**src/rtl/tcw_pkg.sv**
```systemverilog
`timescale 1ns / 1ps
// ----------------------------------------------------------------------------
// Text console writer package
// Request codes, character constants and the command record that travels
// from the front end through the command queue to the back end.
// ----------------------------------------------------------------------------
package tcw_pkg;

	// Request codes as they arrive on the request channel.
	localparam logic [1:0] REQ_PUT   = 2'd0;
	localparam logic [1:0] REQ_SET   = 2'd1;
	localparam logic [1:0] REQ_CLEAR = 2'd2;
	localparam logic [1:0] REQ_READ  = 2'd3;

	// Character and attribute constants.
	localparam logic [7:0] CH_NEWLINE = 8'h0A;
	localparam logic [7:0] CH_BLANK   = 8'h20;
	localparam logic [7:0] ATTR_RESET = 8'h0F;

	// Number of entries in the command queue between front and back end.
	localparam int QUEUE_DEPTH = 4;

	// One classified request.
	typedef struct packed {
		logic [1:0] op;
		logic [7:0] ch;
		logic [6:0] col;
		logic [4:0] row;
		logic       in_range;
		logic       newline;
	} cmd_t;

endpackage

```
**src/rtl/tcw_fifo.sv**
```systemverilog
`timescale 1ns / 1ps
// ----------------------------------------------------------------------------
// Text console writer command queue
// Short register queue that decouples the front end from the back end.
// ----------------------------------------------------------------------------
module tcw_fifo import tcw_pkg::*; (
	input  logic clk,
	input  logic arst_n,
	input  logic push,
	input  cmd_t push_cmd,
	output logic full,
	input  logic pop,
	output cmd_t pop_cmd,
	output logic nonempty
);

	localparam int QW = $clog2(QUEUE_DEPTH);

	cmd_t            mem_q [QUEUE_DEPTH];
	logic [QW-1:0]   wptr_q;
	logic [QW-1:0]   rptr_q;
	logic [QW:0]     cnt_q;

	assign full     = (cnt_q == (QW+1)'(QUEUE_DEPTH));
	assign nonempty = (cnt_q != '0);
	assign pop_cmd  = mem_q[rptr_q];

	// Entry storage.
	always_ff @(posedge clk) begin
		if (push) begin
			mem_q[wptr_q] <= push_cmd;
		end
	end

	// Pointers and fill count.
	always_ff @(posedge clk or negedge arst_n) begin
		if (!arst_n) begin
			wptr_q <= '0;
			rptr_q <= '0;
			cnt_q  <= '0;
		end else begin
			if (push) begin
				wptr_q <= wptr_q + QW'(1);
			end
			if (pop) begin
				rptr_q <= rptr_q + QW'(1);
			end
			if (push && !pop) begin
				cnt_q <= cnt_q + (QW+1)'(1);
			end else if (!push && pop) begin
				cnt_q <= cnt_q - (QW+1)'(1);
			end
		end
	end

endmodule

```
**config.mk**
```make
export PLATFORM = sky130hd
export DESIGN_NAME = tcw_fifo
export DESIGN_NICKNAME = d
export VERILOG_FILES = /design/src/rtl/tcw_pkg.sv /design/src/rtl/tcw_fifo.sv
export SDC_FILE = /design/constraint.sdc
export NUM_CORES = 1
export LEC_CHECK = 0
export BUFFER_PORTS_ARGS = -buffer_cell sky130_fd_sc_hd__buf_4
export CAP_MARGIN = 20
export CORE_MARGIN = 10
export CORE_UTILIZATION = 40
export CTS_BUF_LIST = sky130_fd_sc_hd__clkbuf_16
export DETAILED_ROUTE_END_ITERATION = 6
export GPL_ROUTABILITY_DRIVEN = 0
export PLACE_DENSITY = 0.63
export SYNTH_ARGS = -nofsm -noshare
export SYNTH_HDL_FRONTEND = slang
export SYNTH_SLANG_ARGS = --single-unit
```
**constraint.sdc**
```tcl
create_clock -name clk -period 1.7 [get_ports clk]
set_input_delay 0 -clock clk [delete_from_list [all_inputs] [get_ports clk]]
set_output_delay 0 -clock clk [all_outputs]
set_load 0.03 [all_outputs]
```
Word level (Yosys, flattened, before mapping)
Memory sizes are Yosys's and may differ from the RTL's.
Cells that the tools add are included.
Widths: inputs -> output; s select.
{"block": "word_totals", "elab_cells": 19, "in_bits": 28, "output_inout_bits": 26, "register_bits": 7, "ramBits": 96, "memories": 1}
{"memory": "mem_q", "depth": 4, "word_bits": 24, "read_ports": 1, "rd_clocked_by_memory_dff": 0, "write_ports": 1, "line_no": "tcw_fifo.sv:19", "text": "cmd_t mem_q [QUEUE_DEPTH];"}
{"block": "classes", "reduce_logical": 6, "add_sub_neg": 4, "n_mux": 4, "eq_ne": 1}
{"cell": "$mux 3", "count": 2}
{"cell": "$add 2x1->2 const B", "count": 2}
{"cell": "$add 3x1->3 const B", "count": 1}
{"cell": "$eq 3x3->1 const B", "count": 1}
{"cell": "$reduce_bool 3->1", "count": 1}
{"cell": "$sub 3x1->3 const B", "count": 1}
{"cell": "$logic_and 1x1->1", "count": 2}
{"cell": "$logic_not 1->1", "count": 2}
{"cell": "$mux 1", "count": 2}
{"cell": "$reduce_bool 2->1", "count": 1}

Depth between registers and ports, before layout
Gate-level depths: netlist of run 1.
{"block": "depth", "depth_word": 4, "ltp_mapped": 7, "depth_no_buf": 7}

Worst setup path before layout of run 1
No wires, ideal clock.
{"block": "synth_timing", "path_kind": "register to register", "from": "reg wptr_q[0]", "to": "mem mem_q[0][0] in the netlist's numbering (enable)", "period_less_slack_ns": 1.614, "path_stages_with_launch": 4, "required_time_ns": 1.317, "path_slack_ns": 0.086, "path_buffers": 0, "setup_ns": 0.383, "arrival_time_ns": 1.231, "cell_sequence": "dfrtp_1 inv_1 ha_1 and2_1"}
{"item": "start: declaration", "line_no": "tcw_fifo.sv:20", "text": "logic [QW-1:0] wptr_q;"}
{"item": "start signal: assignment", "line_no": "tcw_fifo.sv:43", "text": "wptr_q <= wptr_q + QW'(1);"}
{"item": "end: declaration", "line_no": "tcw_fifo.sv:19"}
Straight into the memory's write port.

==> impl_metrics.csv, run 1 <==
group,metric,value,unit
cts,clkTransAtPathRegs,0.07,ns
worst_setup_path,cp_data_required_time,1.70,ns
grt,grt-ovfl-total,0,
synth,yosys-top-cells-area,"edfxtp_1 (74%), mux4_2 (10%), dfrtp_1 (4.5%)",
synth,synth_top_area_share,73.85,%
detailed_routing,first_iter_violations,83,
sta,tightest_slew,0.2749,ns
cts,ctsHtreeMaxLevel,3,
floorplanning,dieArea,14110,um^2
power_and_ir_drop,total_power,9.386,mW
flow_run,maxCapViolCount,0,
sta,finalMaxSlewViolations,0,
outcome,status,"complete, no violations",
floorplanning,start_util,41.66,%
cells_and_area,layout_common_cells,"edfxtp_1 (96), buf_4 (38), dlygate4sd3_1 (29)",
hold_path,hp-class,"input port to flop",
detailed_routing,vias,1872,
sta,post-route-min-period,1.690,ns
hold_path,min-delay-start,"pop",
power_and_ir_drop,power.density,1770,nW/um^2
sta,fmax,591.8,MHz
cts,cts_sinks,103,
floorplanning,core_area,9371,um^2
cts,cts_tree,"yes",
sta,hold_violations,0,
cts,ctsLongestPathBuffers,2,
sta,rsz0062_at_grt,"true",
worst_setup_path,cp_data_arrival_time,1.69,ns
grt,track_usage,10.49,%
sta,fin_tns_setup,0,ns
cells_and_area,syn_to_final_growth,35.83,%
hold_path,holdPathStages,3,
sta,skew,0.005098,ns
detailed_routing,drt-wirelength-per-cell,18.32,um
placed_design,port-buffer-count,53,
synth,syn_inst,160,
floorplanning,io_pins,54,
worst_setup_path,startpoint_type,"flop",
detailed_routing,routed_via_density,4.692,
detailed_routing,ant_nets,0,
grt,grt_pass1_wl,11420,um
floorplanning,fp.dieH,118.8,um
sta,fin_crit_sh,99.40,%
detailed_routing,routed_wl,7309,um
synth,ys_types,19,
detailed_routing,drc_errors,0,
worst_setup_path,critPathKind,"flop to output port",
worst_setup_path,rr_startpoint,"cnt_q[0]",
floorplanning,die_width,118.8,um
synth,mappedNetlistArea,3904,um^2
cts,clock_latency,0.34,ns
grt,grt_max_degree,22,
synth,synth_top_area_cell,"edfxtp_1",
power_and_ir_drop,peakVddDrop,0.0009588,V
synth,seq_area_frac_synth,78.33,%
sta,setup_violations,0,
worst_setup_path,regToRegSetupSlack,0.33,ns
hold_path,min_to,"rptr_q[0]",
placed_design,dpl.hpwl,4452,um
worst_setup_path,worstRegToRegCells,4,
cells_and_area,layout-drive-gt1-share,41.48,%
synth,synth_warnings,0,
synth,synth_fp_nets,194,
power_and_ir_drop,p_leak,1.909,nW
floorplanning,rows,35,
cells_and_area,layout_commonest_cell,"edfxtp_1",
worst_setup_path,crit_path_max_fanout,6,
cells_and_area,final_nets,299,
cells_and_area,n_antenna_cell,0,
worst_setup_path,cp-end-kind,"output port",
cts,cts_root_buf,"clkbuf_16",
grt,antenna_found_initial,0,
detailed_routing,drt_first_pass_iters,4,
cells_and_area,fill_cells,747,
worst_setup_path,r2r_end,"cnt_q[2]",
sta,relSlewSlack,81.67,%
synth,synth_seq_cells,103,
grt,first_global_vias,2072,
synth,avgSynthCellArea,24.40,um^2
cts,numCtsBuffers,9,
worst max path at each step:
| stage | start | endpoint | slack (ns) | cells past startpoint |
|---|---|---|---|---|
| floorplan | wptr_q[0] | mem_q[0][0] | 0.09 | 3 |
| global placement | rptr_q[0] | pop_cmd[22] | 0.33 | 3 |
| CTS | rptr_q[0] | pop_cmd[10] | -0.02 | 4 |
| global route | rptr_q[0] | pop_cmd[8] | -0.04 | 3 |
| finish | rptr_q[0] | pop_cmd[5] | 0.01 | 3 |
| detailed placement | rptr_q[0] | pop_cmd[20] | 0.31 | 3 |
critical path: stages, from the launching register on:
cell,delay (ns)
dfrtp_2,0.39
bufbuf_16,0.28
mux4_2,0.53
buf_6,0.16
metal layers:
layer	GRT usage, %	wire length [um]	up-vias
met5	0	0	-
met4	4.809	133	0
met3	2.713	300	12
met2	16.36	3518	45
met1	13.44	3356	947
li1	-	-	868
logic make-up (layout without fill, tap and decap cells):
kind of cell	after synthesis	in the layout	share of synthesized area, %
flops	103	103	78.33
mux	25	25	14.71
simple gates	9	9	1.282
fa+ha+maj	6	6	2.115
xor+xnor	6	6	1.346
buf+inv	10	120	2.083
compound gates	1	1	0.1281
state kept, by name (all words and copies together) (netlist names):
signal and cells:
mem_q 96, cnt_q 3, rptr_q 2, wptr_q 2
cells in the mapped netlist, drive strengths merged:
cell    instances
buf             6
o21ai           1
xor2            4
ha              5
nand2           2
mux2            1
xnor2           2
fa              1
inv             4
edfxtp         96
or3             1
nor2            1
mux4           24
dfrtp           7
nor3b           1
and2            4
what timing repair did:
action                                 in CTS  in global routing
pin swaps                                   0                  0
cloned                                      2                  1
hold buffers                               29                  0
endpoints found under the hold margin     107                  0
setup endpoints to repair                  11                 23
resized for setup                          15                 17
buffers inserted                            2                  2
report_power, final:
part	switching (mW)	total, mW	internal [mW]
clock	0.906	1.92	1.01
sequential	0.188	3.52	3.33
combinational	1.96	3.95	1.98
per-stage QoR:
stage                     area [um^2]  hold WS (ns)  std cells  worst slack, ns  utilization (%)
after CTS                        5229        0.3874        396         -0.01683            55.79
final                            5303        0.3919        399          0.01015            56.58
after global placement           4543       -0.1816        347           0.3341            48.48
after detailed placement         4543       -0.1828        347           0.3070            48.48
after floorplan                  3904       -0.2956        160          0.08611                -
after global routing             5303        0.4095        399         -0.03597            56.58
area by class of cell:
class	instances	area [um^2]	share of cell area (%)
Sequential cell	103	3059	57.69
Multi-Input combinational cell	47	742.0	13.99
Timing Repair Buffer	100	1042	19.66
Clock inverter	7	57.56	1.085
Tap cell	129	161.4	3.044
Clock buffer	9	225.2	4.247
Inverter	4	15.01	0.2832
Note: power is estimated with default switching activity, not from simulation.
==> inputs of run 2 (changes only) <==
--- a/config.mk
+++ b/config.mk
@@ -12,7 +12,9 @@
 export CTS_BUF_LIST = sky130_fd_sc_hd__clkbuf_16
 export DETAILED_ROUTE_END_ITERATION = 6
 export GPL_ROUTABILITY_DRIVEN = 0
+export HOLD_SLACK_MARGIN = 0.08
 export PLACE_DENSITY = 0.63
+export RECOVER_POWER = 100
 export SYNTH_ARGS = -nofsm -noshare
 export SYNTH_HDL_FRONTEND = slang
 export SYNTH_SLANG_ARGS = --single-unit
==> run 2 against run 1 <==
Hold slack better by 0.042 ns. Clock skew up 0.00089 ns. Critical path depth unchanged. Fmax up 0.21%. Global-route usage down 0.060 points.
==> impl_metrics.csv, run 2 (same netlist as run 1, synthesis figures left out) <==
group,metric,value,unit
floorplanning,core_area,9371,um^2
sta,relSlewSlack,64.43,%
worst_setup_path,critPathTopFamily,"multiplexers",
detailed_routing,drc_errors,0,
sta,finalMaxSlewViolations,0,
placed_design,dpl.hpwl,4452,um
cts,ctsLongestPathBuffers,2,
detailed_routing,vias,1887,
sta,fin_tns_setup,0,ns
worst_setup_path,slowest_delay,0.52,ns
worst_setup_path,crit_path_start,"rptr_q[0]",
power_and_ir_drop,switchingPower,3.035,mW
power_and_ir_drop,p_clk_share,20.6,%
sta,skew,0.005985,ns
power_and_ir_drop,peakVddDrop,0.0008848,V
detailed_routing,routed_wl,7230,um
hold_path,min-delay-start,"push",
grt,grt_pass1_wl,11350,um
sta,tightest_slew,0.5335,ns
detailed_routing,first_iter_violations,96,
worst_setup_path,startpoint_type,"flop",
flow_run,maxCapViolCount,0,
floorplanning,rows,35,
cts,ctsHtreeMaxLevel,3,
detailed_routing,drt-wirelength-per-cell,18.17,um
grt,grt_max_degree,22,
worst_setup_path,rr_startpoint,"wptr_q[0]",
grt,antenna_found_initial,0,
sta,rsz0062_at_grt,"true",
cells_and_area,layout-drive-gt1-share,30.11,%
worst_setup_path,cp_data_arrival_time,1.69,ns
worst_setup_path,critPathKind,"flop to output port",
worst_setup_path,crit_path_cell_trace,"bufbuf_16, mux4_2, buf_6",
hold_path,hp-class,"input port to flop",
sta,worst_hold_slack,0.4336,ns
worst_setup_path,cp_data_required_time,1.70,ns
sta,hold_violations,0,
cells_and_area,design_area,5126,um^2
worst_setup_path,critPathSlowestCell,"mux4_2",
grt,grt-ovfl-total,0,
floorplanning,start_util,41.66,%
floorplanning,dieArea,14110,um^2
power_and_ir_drop,power.density,1800,nW/um^2
cells_and_area,reg_top3,"mem_q (96), cnt_q (3)",
cells_and_area,layout_commonest_cell,"edfxtp_1",
cts,clkTransAtPathRegs,0.07,ns
power_and_ir_drop,p_leak,1.773,nW
outcome,status,"complete, no violations",
floorplanning,io_pins,54,
placed_design,pre_cts_ws,0.3070,ns
detailed_routing,drt_first_pass_iters,4,
cells_and_area,final_nets,298,
grt,track_usage,10.43,%
worst_setup_path,cp_num_buf_inv,2,
cts,cts_root_buf,"clkbuf_16",
floorplanning,fp.dieH,118.8,um
sta,fmax,593.0,MHz
power_and_ir_drop,power.internal,6.194,mW
worst_setup_path,cp-end-kind,"output port",
power_and_ir_drop,p_sw_share,32.88,%
cells_and_area,multiInputGateArea,742.0,um^2
sta,setup_violations,0,
cells_and_area,n_antenna_cell,0,
placed_design,port-buffer-count,53,
detailed_routing,ant_nets,0,
sta,fin_crit_sh,99.19,%
power_and_ir_drop,p_comb_share,41.2,%
sta,post-route-min-period,1.686,ns
sta,worst_slack,0.01374,ns
cts,cts_sinks,103,
detailed_routing,routed_via_density,4.741,
cells_and_area,fill_cells,790,
cells_and_area,largest_register,"mem_q",
floorplanning,die_width,118.8,um
cells_and_area,largest_register_ff_count,96,
cells_and_area,syn_to_final_growth,31.31,%
placed_design,place_area,4543,um^2
cts,numCtsBuffers,9,
grt,first_global_vias,2073,
cts,clock_latency,0.34,ns
worst_setup_path,crit_path_max_fanout,6,
cells_and_area,layout_common_cells,"edfxtp_1 (96), clkbuf_1 (31), dlygate4sd3_1 (28)",
cells_and_area,ff_latch_area,3059,um^2
cts,cts_tree,"yes",
power_and_ir_drop,p_seq_share,38.2,%
-- run 2: cell types whose count changed in the layout (fill, tap and decap cells not counted), moves of 2 or more --
| cell | change |
|---|---|
| buf_4 | -34 |
| clkbuf_4 | +3 |
| and2_0 | +4 |
| and2_1 | -4 |
| buf_12 | -4 |
| clkbuf_2 | +2 |
| clkbuf_1 | +31 |
-- run 2: cell type report --
cell class	instances	area share, %
well taps	129	3.149
inverters	4	0.2929
flip-flops and latches	103	59.68
clock buffers	9	4.393
clock inverters	7	1.123
multi-input cells	47	14.47
repair buffers	99	16.89
-- run 2: repair_timing --
action | CTS | global route
hold buffers | 28 | 0
endpoints found under the setup margin | 11 | 23
gates resized for setup | 15 | 17
buffers inserted | 2 | 2
endpoints found under the hold margin | 107 | 0
gates cloned | 2 | 1
-- run 2: layer usage --
layer | vias up | global-route usage [%] | share of wire (%)
li1 | 868 | - | -
met1 | 959 | 13.38 | 45
met2 | 49 | 16.22 | 49
met3 | 11 | 2.713 | 4.3
met4 | 0 | 4.809 | 1.7
met5 | - | 0 | 0
-- run 2: worst paths after layout --
path,to,slack [ns],cells after the start
max in group asynchronous,rptr_q[0],0.80,3
min reg2reg,cnt_q[2],0.50,1
max reg2reg,mem_q[3][8],0.16,3
max,pop_cmd[5],0.01,3
min,wptr_q[0],0.43,3
min in group asynchronous,cnt_q[0],0.63,3
-- run 2: power groups by stage --
stage / sequential, mW / combinational (mW) / clock (mW)
global route: 3.57 / 4.05 / 2.08
detailed placement: 3.57 / 3.30 / 0
finish: 3.53 / 3.80 / 1.90
CTS: 3.52 / 3.74 / 1.97
global placement: 3.56 / 3.27 / 0
floorplan: 3.50 / 2.22 / 0
-- run 2: stage by stage --
step,total power [mW],std cells,util [%]
floorplan,5.725,160,-
global placement,6.833,347,48.48
detailed placement,6.871,347,48.48
CTS,9.234,395,55.69
global route,9.703,398,54.70
finish,9.229,398,54.70
-- run 2: worst min-delay path: stages --
cell	delay [ns]
dlygate4sd3_1	0.52
buf_4	0.14
xor2_1	0.07
==> inputs of run 3 (changes only) <==
--- a/config.mk
+++ b/config.mk
@@ -7,13 +7,13 @@
 export LEC_CHECK = 0
 export BUFFER_PORTS_ARGS = -buffer_cell sky130_fd_sc_hd__buf_4
 export CAP_MARGIN = 20
-export CORE_MARGIN = 10
+export CORE_MARGIN = 5
 export CORE_UTILIZATION = 40
 export CTS_BUF_LIST = sky130_fd_sc_hd__clkbuf_16
 export DETAILED_ROUTE_END_ITERATION = 6
 export GPL_ROUTABILITY_DRIVEN = 0
 export HOLD_SLACK_MARGIN = 0.08
-export PLACE_DENSITY = 0.63
+export PLACE_DENSITY_LB_ADDON = 0.15
 export RECOVER_POWER = 100
 export SYNTH_ARGS = -nofsm -noshare
 export SYNTH_HDL_FRONTEND = slang
==> run 3 against run 2 <==
First-iteration DRC count is 2.1% lower. Non-clock buffer count is 4 lower. Largest cell class unchanged. Global-route usage is 2.3 points higher.
==> impl_metrics.csv, run 3 (same netlist as run 1, synthesis figures left out) <==
group,metric,value,unit
outcome,status,"complete, no violations",
detailed_routing,first_iter_violations,94,
grt,first_global_vias,2044,
sta,fin_crit_sh,98.90,%
floorplanning,start_util,40.50,%
power_and_ir_drop,p_comb_share,36.0,%
detailed_routing,routed_wl,6832,um
hold_path,holdPathStages,3,
worst_setup_path,startpoint_type,"flop",
placed_design,port-buffer-count,53,
floorplanning,dieArea,11840,um^2
cts,cts_sinks,103,
sta,post-route-min-period,1.681,ns
cells_and_area,layout_common_cells,"edfxtp_1 (96), dlygate4sd3_1 (28), clkbuf_1 (28)",
power_and_ir_drop,p_sw_share,31.77,%
placed_design,dpl.hpwl,4408,um
cells_and_area,syn_to_final_growth,29.39,%
detailed_routing,routed_via_density,4.681,
sta,finalMaxSlewViolations,0,
floorplanning,io_pins,54,
cts,cts_root_buf,"clkbuf_16",
hold_path,hp-class,"input port to flop",
power_and_ir_drop,power.internal,6.282,mW
power_and_ir_drop,p_leak,1.745,nW
power_and_ir_drop,power.density,1823,nW/um^2
grt,grt-ovfl-total,0,
worst_setup_path,worstRegToRegCells,4,
grt,grt_pass1_wl,10980,um
worst_setup_path,cp_data_required_time,1.70,ns
cells_and_area,reg_top3,"mem_q (96), cnt_q (3)",
floorplanning,core_area,9639,um^2
power_and_ir_drop,p_seq_share,38.3,%
cells_and_area,largest_register_ff_count,96,
worst_setup_path,critPathTopFamily,"multiplexers",
worst_setup_path,crit_path_cell_trace,"buf_6, mux4_2, buf_4",
cts,ctsHtreeMaxLevel,3,
worst_setup_path,critPathSlowestCell,"mux4_2",
worst_setup_path,path_depth,3,
worst_setup_path,cp-end-kind,"output port",
worst_setup_path,regToRegSetupSlack,0.10,ns
cts,cts_tree,"yes",
sta,fmax,594.8,MHz
detailed_routing,drt_first_pass_iters,4,
sta,skew,0.005730,ns
worst_setup_path,critPathKind,"flop to output port",
floorplanning,rows,36,
sta,tightest_slew,0.3974,ns
cells_and_area,multiInputGateArea,742.0,um^2
grt,grt_max_degree,22,
cells_and_area,layout-drive-gt1-share,30.57,%
sta,setup_violations,0,
cts,numCtsBuffers,9,
cts,ctsLongestPathBuffers,2,
sta,fin_tns_setup,0,ns
cells_and_area,final_nets,294,
worst_setup_path,crit_path_max_fanout,7,
detailed_routing,drt-wirelength-per-cell,17.17,um
sta,hold_violations,0,
flow_run,maxCapViolCount,0,
cells_and_area,n_antenna_cell,0,
detailed_routing,ant_nets,0,
cells_and_area,largest_register,"mem_q",
sta,rsz0062_at_grt,"true",
worst_setup_path,cp_data_arrival_time,1.68,ns
power_and_ir_drop,p_clk_share,25.7,%
worst_setup_path,cp_num_buf_inv,2,
cts,clock_latency,0.33,ns
power_and_ir_drop,switchingPower,2.925,mW
cells_and_area,ff_latch_area,3059,um^2
detailed_routing,vias,1863,
detailed_routing,drc_errors,0,
worst_setup_path,slowest_delay,0.52,ns
cells_and_area,fill_cells,812,
sta,relSlewSlack,73.51,%
floorplanning,die_width,108.8,um
grt,track_usage,12.73,%
sta,worst_hold_slack,0.4466,ns
cts,clkTransAtPathRegs,0.07,ns
floorplanning,fp.dieH,108.8,um
power_and_ir_drop,peakVddDrop,0.0008347,V
cells_and_area,layout_commonest_cell,"edfxtp_1",
grt,antenna_found_initial,0,
run 3: cell count changes in the layout (fill, tap and decap cells not counted), moves of 2 or more:
cell,delta
buf_4,+16
buf_6,-12
bufinv_16,+3
clkbuf_1,-3
clkbuf_2,+2
clkinv_4,-3
run 3: cell type report:
type                       count  share of cell area (%)
clock inverter                 7                   2.502
sequential                   103                   60.56
timing repair buffer          95                   14.19
inverter                       4                  0.2973
multi-input combinational     47                   14.69
tap                          133                   3.295
clock buffer                   9                   4.459
run 3: power groups by stage:
stage / Clock [mW] / Sequential, mW / Combinational (mW)
final: 2.37 / 3.52 / 3.31
after global routing: 2.53 / 3.57 / 3.54
after CTS: 2.42 / 3.52 / 3.32
after detailed placement: 0 / 3.58 / 3.22
after global placement: 0 / 3.56 / 3.24
after floorplan: 0 / 3.50 / 2.22
run 3: final timing paths:
check / from / end
worst max register to register: wptr_q[0] / mem_q[2][11]
worst min register to register: cnt_q[2] / cnt_q[2]
max in group asynchronous: arst_n / rptr_q[0]
min in group asynchronous: arst_n / cnt_q[2]
worst max-delay path: rptr_q[0] / pop_cmd[3]
worst min-delay path: push / wptr_q[0]
run 3: routing by layer:
| layer | share of wire [%] | vias to the layer above | GRT usage (%) |
|---|---|---|---|
| met1 | 45 | 959 | 16.59 |
| met2 | 49 | 42 | 20.65 |
| li1 | - | 852 | - |
| met5 | 0 | - | 0 |
| met3 | 4.0 | 10 | 2.901 |
| met4 | 1.8 | 0 | 5.410 |
run 3: metrics by stage:
stage                     power [mW]  area [um^2]  utilization, %  std cells  setup slack [ns]
after floorplan                5.725         3904               -        160           0.08611
after global placement         6.800         4526           46.95        353            0.2999
after detailed placement       6.805         4526           46.95        353            0.2759
after CTS                      9.263         5161           53.54        398          -0.01574
after global routing           9.637         5051           52.40        398          -0.04504
final                          9.206         5051           52.40        398           0.01876
run 3: repair_timing:
| action | in CTS | in global routing |
|---|---|---|
| resized for setup | 1 | 20 |
| hold endpoints to repair | 107 | 0 |
| buffers inserted | 1 | 0 |
| hold buffers | 28 | 0 |
| endpoints found under the setup margin | 21 | 23 |
run 3: worst reg2reg max path, cell delays in order (launching register included):
cell	delay, ns
dfrtp_1	0.42
inv_1	0.10
ha_1	0.14
and2_0	0.25
buf_4	0.37
